<file path="src/sv/imm_pkg.sv">
// Shared types and codes for the integer matrix multiply block.
// No dependencies; imported by imm_cell, integer_matrix_multiply and the testbench.
`timescale 1ns / 1ps

package imm_pkg;

  localparam int DATA_W = 32;
  localparam int DIM_W  = 4;
  localparam int IDX_W  = 3;

  // opcodes of an input item
  localparam logic [1:0] OP_WRITE_A = 2'd0;
  localparam logic [1:0] OP_WRITE_B = 2'd1;
  localparam logic [1:0] OP_RUN     = 2'd2;

  // register indexes (byte address / 4)
  localparam logic [1:0] REG_A_ROWS = 2'd0;
  localparam logic [1:0] REG_A_COLS = 2'd1;
  localparam logic [1:0] REG_B_ROWS = 2'd2;
  localparam logic [1:0] REG_B_COLS = 2'd3;

  typedef struct packed {
    logic [1:0]              op;
    logic [IDX_W-1:0]        elem_row;
    logic [IDX_W-1:0]        elem_col;
    logic signed [DATA_W-1:0] elem_value;
  } in_item_t;

  typedef struct packed {
    logic [IDX_W-1:0]        out_row;
    logic [IDX_W-1:0]        out_col;
    logic signed [DATA_W-1:0] out_value;
    logic                    mismatch;
    logic                    last;
  } out_item_t;

  // A element travelling down the chain of cells
  typedef struct packed {
    logic [DATA_W-1:0] a;
    logic [IDX_W-1:0]  k;
    logic              vld;
  } cell_link_t;

  // controls broadcast to every cell
  typedef struct packed {
    logic shift;
    logic mm;
  } cell_ctl_t;

  typedef enum logic [1:0] {
    ST_IDLE,
    ST_FEED,
    ST_DRAIN,
    ST_EMIT
  } ctl_state_t;

endpackage

</file>
<file path="src/sv/imm_cell.sv">
// One cell of the multiply chain: holds column IDX of B and one accumulator.
// Depends on imm_pkg.
`timescale 1ns / 1ps

module imm_cell #(
  parameter int MAX_DIM = 8,
  parameter int IDX     = 0
) (
  input  logic                               clk,
  input  logic                               rst,
  input  imm_pkg::cell_ctl_t                 ctl,
  input  logic                               b_we,
  input  logic [((MAX_DIM > 1) ? $clog2(MAX_DIM) : 1)-1:0] b_row,
  input  logic [imm_pkg::DATA_W-1:0]         b_data,
  input  imm_pkg::cell_link_t                link_in,
  output imm_pkg::cell_link_t                link_out,
  input  logic [imm_pkg::DATA_W-1:0]         acc_in,
  output logic [imm_pkg::DATA_W-1:0]         acc_out
);
  import imm_pkg::*;

  localparam int IW = (MAX_DIM > 1) ? $clog2(MAX_DIM) : 1;

  logic [DATA_W-1:0] bcol [MAX_DIM];
  logic [DATA_W-1:0] bsel;
  logic [DATA_W-1:0] prod;
  logic              pv;
  logic              pclr;
  logic [DATA_W-1:0] acc;
  cell_link_t        link_q;

  assign bsel     = bcol[link_in.k[IW-1:0]];
  assign link_out = link_q;
  assign acc_out  = acc;

  always_ff @(posedge clk) begin
    if (b_we) begin
      bcol[b_row] <= b_data;
    end
  end

  // pass A on, multiply into a register, then accumulate the registered product
  always_ff @(posedge clk) begin
    if (rst) begin
      link_q.vld <= 1'b0;
      pv         <= 1'b0;
    end else begin
      link_q.vld <= link_in.vld;
      pv         <= link_in.vld && !ctl.mm;
    end
    link_q.a <= link_in.a;
    link_q.k <= link_in.k;
    prod     <= link_in.a * bsel;
    pclr     <= (link_in.k == '0);
  end

  always_ff @(posedge clk) begin
    if (ctl.shift) begin
      acc <= acc_in;
    end else if (ctl.mm && link_in.vld && (link_in.k == IDX_W'(IDX))) begin
      acc <= link_in.a;                 // mismatch: capture A[i][IDX]
    end else if (pv) begin
      acc <= (pclr ? '0 : acc) + prod;
    end
  end

endmodule

</file>
<file path="config.mk">
export PLATFORM = sky130hd
export DESIGN_NAME = imm_cell
export DESIGN_NICKNAME = d
export VERILOG_FILES = /design/src/sv/imm_pkg.sv /design/src/sv/imm_cell.sv
export SDC_FILE = /design/constraint.sdc
export NUM_CORES = 2
export LEC_CHECK = 0
export ABC_AREA = 1
export BUFFER_PORTS_ARGS = -buffer_cell sky130_fd_sc_hd__buf_2
export CORE_ASPECT_RATIO = 0.9
export CORE_UTILIZATION = 35
export CTS_CLUSTER_SIZE = 8
export DETAILED_ROUTE_END_ITERATION = 10
export PLACE_DENSITY = 0.57
export SLEW_MARGIN = 30
export SYNTH_ARGS = -nofsm -noshare
export SYNTH_HDL_FRONTEND = slang
export SYNTH_SLANG_ARGS = --single-unit
</file>
<file path="constraint.sdc">
create_clock -name clk -period 10.7 [get_ports clk]
set_clock_uncertainty 0.05 [all_clocks]
set_input_delay 1.605 -clock clk [delete_from_list [all_inputs] [get_ports clk]]
set_output_delay 1.605 -clock clk [all_outputs]
set_load 0.02 [all_outputs]
</file>
-- After elaboration in Yosys (flattened, before gate mapping)
Memory sizes are Yosys's and may differ from the RTL's.
Cells that the tools add are included.
- register bits: 102
- RAM bits: 256
- bits of input ports: 108
- word-level logic and storage cells: 22
- memories: 1
- memory list (name ; words ; bits a word ; rd ports ; clocked after memory_dff ; write ports ; RTL line ; source):
    bcol ; 8 ; 32 ; 1 ; 0 ; 1 ; imm_cell.sv:24 ; logic [DATA_W-1:0] bcol [MAX_DIM];
- add/sub/neg operators: 1
- multiply operators: 1
- muxes and demuxes: 6
- reductions and logical operators: 6
- operators by type and width (cell ; number):
    two-way mux 32 bit ; 4
    adder 32 bit ; 1
    multiplier 32 x 32 -> 32 bit ; 1
    logical AND 1 bit ; 3
    zero test 3 bit ; 1
    nonzero test 3 bit ; 1
    two-way mux 1 bit ; 2
    zero test 1 bit ; 1

-- Logic depth before layout (Yosys ltp)
- depth after elaboration: 5
- depth in mapped cells: 44
- mapped depth without buffers: 41

-- Worst setup path before layout
OpenSTA, ideal clock, no wires.
- path kind: in2reg
- start point: input port link_in[1] (netlist name)
- end point: register prod[29]
- data arrival time: 8369 ps
- required time: 10523 ps
- slack: 2155 ps
- stages on the path: 33
- path buffers: 4
- cell sequence: buf_6 -> buf_6 -> buf_6 -> nand2_1 -> nand3_1 -> nand2_1 -> nand2_1 -> nand2_2 -> clkinv_1 -> clkbuf_1 -> nor2_1 -> fa_1 -> fa_1 -> fa_1 -> inv_1 -> fa_1 -> inv_1 -> fa_1 -> inv_1 -> fa_1 -> inv_1 -> fa_1 -> fa_1 -> ha_1 -> a21oi_1 -> o21ai_0 -> a21oi_1 -> nand3_1 -> nand3_1 -> nand2_1 -> a21boi_0 -> o21ai_0 -> xor2_1
- word-level cells in the longest chain between the ends: 2
- RTL lines (element ; RTL line ; source):
    start: declaration ; imm_cell.sv:15 ; input imm_pkg::cell_link_t link_in,
    memory read (8 x 32 bit) ; n/a ;
    multiplier 32 x 32 -> 32 bit ; imm_cell.sv:53 ; prod <= link_in.a * bsel;
    end signal: assignment ; imm_cell.sv:53 ;
    end: declaration ; imm_cell.sv:26 ; logic [DATA_W-1:0] prod;
Every way passes these cells.
A chain may end at the register's enable or synchronous reset.

-- Worst setup path after layout
- start point: input port link_in[1] (netlist name)
- end point: register prod[30]
The elaborated chain is that of the path after synthesis.

==> impl_metrics.csv <==
group,metric,value,unit
run_status,outcome,"finished with violations",
run_status,violations,"DRC",
global_route,overflow,0,
critical_path,worst-path-max-fanout,140,
global_route,grt_max_degree,141,
placement,gp_congestion,0.931,
synth,syn_area,0.0309,mm^2
critical_path,cp.arrival,9.73,ns
clocking,clock_path_buffers,3,
synth,ys_seq_elements,358,
synth,synth_top_family_by_area,"adder cells",
synth,async_reset_ff_share,0,%
global_route,grt_usage,21.8,%
timing,fmax,108,MHz
die,start_util,35.6,%
synth,syn_inst,3430,
clocking,cts.sinks,358,
global_route,grt_pass1_wl,147000,um
clocking,h-tree-depth,2,
timing,hold_viol_final,0,
timing,setup_violations,0,
synth,synth_edf_count,288,
synth,synth-compound-area-share,5.60,%
cells_and_area,nFillCells,8735,
timing,setup_tns,0,ns
clocking,cts_resized,0,
synth,synth_top_area_share,28.0,%
route,via_count,23400,
synth,synth.net_count,4101,
synth,synthSimpleGateAreaFrac,17.5,%
synth,synth-xor-area-share,1.56,%
clocking,cts-root-buf,"clkbuf_16",
timing,tightestPinTransition,0.854,ns
route,drt_pre_antenna_iters,9,
die,die_w,315,um
critical_path,cp-end-kind,"register",
synth,synth_fa_ha_area_share,32.7,%
clocking,cts_setup_buffers,0,
die,io_pins,176,
global_route,grt_pass1_vias,24000,
route,route.detailed.drc,1,
synth,synth_area_leaders,"edfxtp_1 28%, fa_1 27%, nand2_1 8.0%",
clocking,insertion_delay,0.62,ns
critical_path,path_class,"input pin to register",
synth,synth-seq-area-share,32.5,%
cells_and_area,mostFrequentLayoutCell,"nand2_1",
route,drtIter0Drc,1649,
synth,syn_area_per_cell,9.01,um^2
critical_path,worstPathRequired,11.18,ns
timing,slew_headroom,43.0,%
critical_path,cp.depth,33,
critical_path,r2r_end,"prod[30]",
synth,yosys.area.top_type,"edfxtp_1",
synth,ys.warnings.count,0,
route,wl_per_cell,19.9,um
placement,hpwlAfterDp,72100,um
critical_path,critical_path.endpoint,"prod[30]",
critical_path,cpMaxStageDelayCell,"fa_1",
clocking,cts_tree,"done",
run,max_cap_viol_count,0,
timing,slew_violations,0,
clocking,ctsHoldBuffers,0,
cells_and_area,most-common-layout-cells,"660 x nand2_1, 637 x inv_1, 501 x nor2_1, 409 x fa_1, 288 x edfxtp_1",
synth,synth-main-ff-cell,"edfxtp_1",
cells_and_area,multi_input_area,0.0178,mm^2
clocking,cts.clk_slew.worst_paths,0.06,ns
cells_and_area,fin_nets,4263,
clocking,cts_buffers,51,
global_route,antenna_found_initial,10,
critical_path,cp-startpoint,"link_in[1]",
placement,port_buffers,175,
critical_path,cp.buffers_inverters,10,
critical_path,ff2ff_setup_slack,2.84,ns
synth,muxShareOfSynthArea,0,%
die,core_area,0.0867,mm^2
cells_and_area,area_growth,12.1,%
critical_path,critPathTopFamily,"adder cells",
die,die_area,0.0895,mm^2
route,antenna_left,0,
die,dieHeight,284,um
critical_path,cpPeakStageDelay,0.56,ns
synth,ys_types,45,
critical_path,reg2reg_depth,31,
timing,grt_setup_unrepaired,"no",
die,rows,102,
route,via_per_inst,4.91,
critical_path,r2r-start,"bcol[6][14]",
timing,fin_crit,9.25,ns
timing,min_period_over_period,86.5,%
route,wl,95000,um
cells_and_area,final-seq-area,0.0100,mm^2
worst_hold_path,hold_class,"register to register",
cells_and_area,drive_gt1_share,9.13,%
critical_path,start_kind,"input pin",
-- area by class of cell --
class	instances	share of cell area, %
Inverter	665	7.22
Clock buffer	80	4.00
Timing Repair Buffer	233	3.98
Multi-Input combinational cell	2283	51.4
Clock inverter	5	0.253
Antenna cell	1	0.00723
Sequential cell	358	29.0
Tap cell	1144	4.13
-- worst register-to-register path, delay by kind of cell (launching register included) --
kind,cells,cell delay [ns]
fa+ha+maj,9,4.25
compound gates,7,1.13
simple gates,6,1.07
buf+inv,8,0.79
flops,1,0.32
xor+xnor,1,0.16
-- state kept, by name (all words and copies together) (netlist names) --
signal / count
acc_out: 32
bcol: 256
link_out: 36
pclr: 1
prod: 32
pv: 1
-- worst min path at each step --
stage / cells after the start / slack, ns / from / to
after floorplan: 3 / 0.63 / prod[0] / acc_out[0]
after global placement: 2 / 0.56 / pv / acc_out[0]
after detailed placement: 2 / 0.56 / pv / acc_out[0]
after CTS: 2 / 0.56 / pv / acc_out[1]
after global routing: 2 / 0.59 / pv / acc_out[1]
final: 2 / 0.55 / pv / acc_out[1]
-- cell usage after synthesis (2+ instances only) --
cell type,n
nor3_1,8
clkbuf_1,75
o21bai_1,5
nand3b_1,4
nand2_1,660
dfxtp_1,70
buf_2,20
nand4_1,14
inv_1,637
clkinv_1,15
a31oi_1,10
xnor2_1,23
nand3_1,146
o211ai_1,21
a21oi_1,99
or2_2,2
o221ai_1,6
inv_2,12
ha_1,154
buf_1,6
nand2_2,9
o21ai_0,102
edfxtp_1,288
o21a_1,7
buf_4,12
fa_1,409
a221oi_1,2
xor2_1,32
buf_6,11
nor2_1,509
o21ai_1,36
o211ai_2,6
or2_1,3
a21o_1,6
-- routing by layer --
metal | vias to the layer above | track usage [%] | routed length, um
li1 | 10900 | - | -
met1 | 11600 | 29.8 | 41700
met2 | 715 | 35.8 | 44700
met3 | 154 | 3.19 | 5870
met4 | 12 | 6.14 | 2670
met5 | - | 0 | 80
-- through the flow --
stage / worst slack (ns) / instances / utilization (%) / hold WS (ns) / cell area, um^2
4_1_cts: 1.54 / 4768 / 39.9 / 0.556 / 34600
2_1_floorplan: 2.15 / 3430 / - / 0.631 / 30900
6_report: 1.45 / 4769 / 40.0 / 0.552 / 34600
3_5_place_dp: 0.921 / 4683 / 38.2 / 0.557 / 33100
3_3_place_gp: 0.987 / 4683 / 38.2 / 0.565 / 33100
5_1_grt: 0.999 / 4769 / 40.0 / 0.594 / 34600
-- cells by family (layout without fill, tap and decap cells) --
kind of cell / count (synthesis) / count (layout)
compound gates: 305 / 305
xor+xnor: 55 / 55
fa+ha+maj: 563 / 563
buf+inv: 789 / 983
flops: 358 / 358
other cells: 0 / 1
simple gates: 1360 / 1360
Power is not shown: default switching activity piles up to over one toggle a cycle in this logic, so the estimate is an artifact.
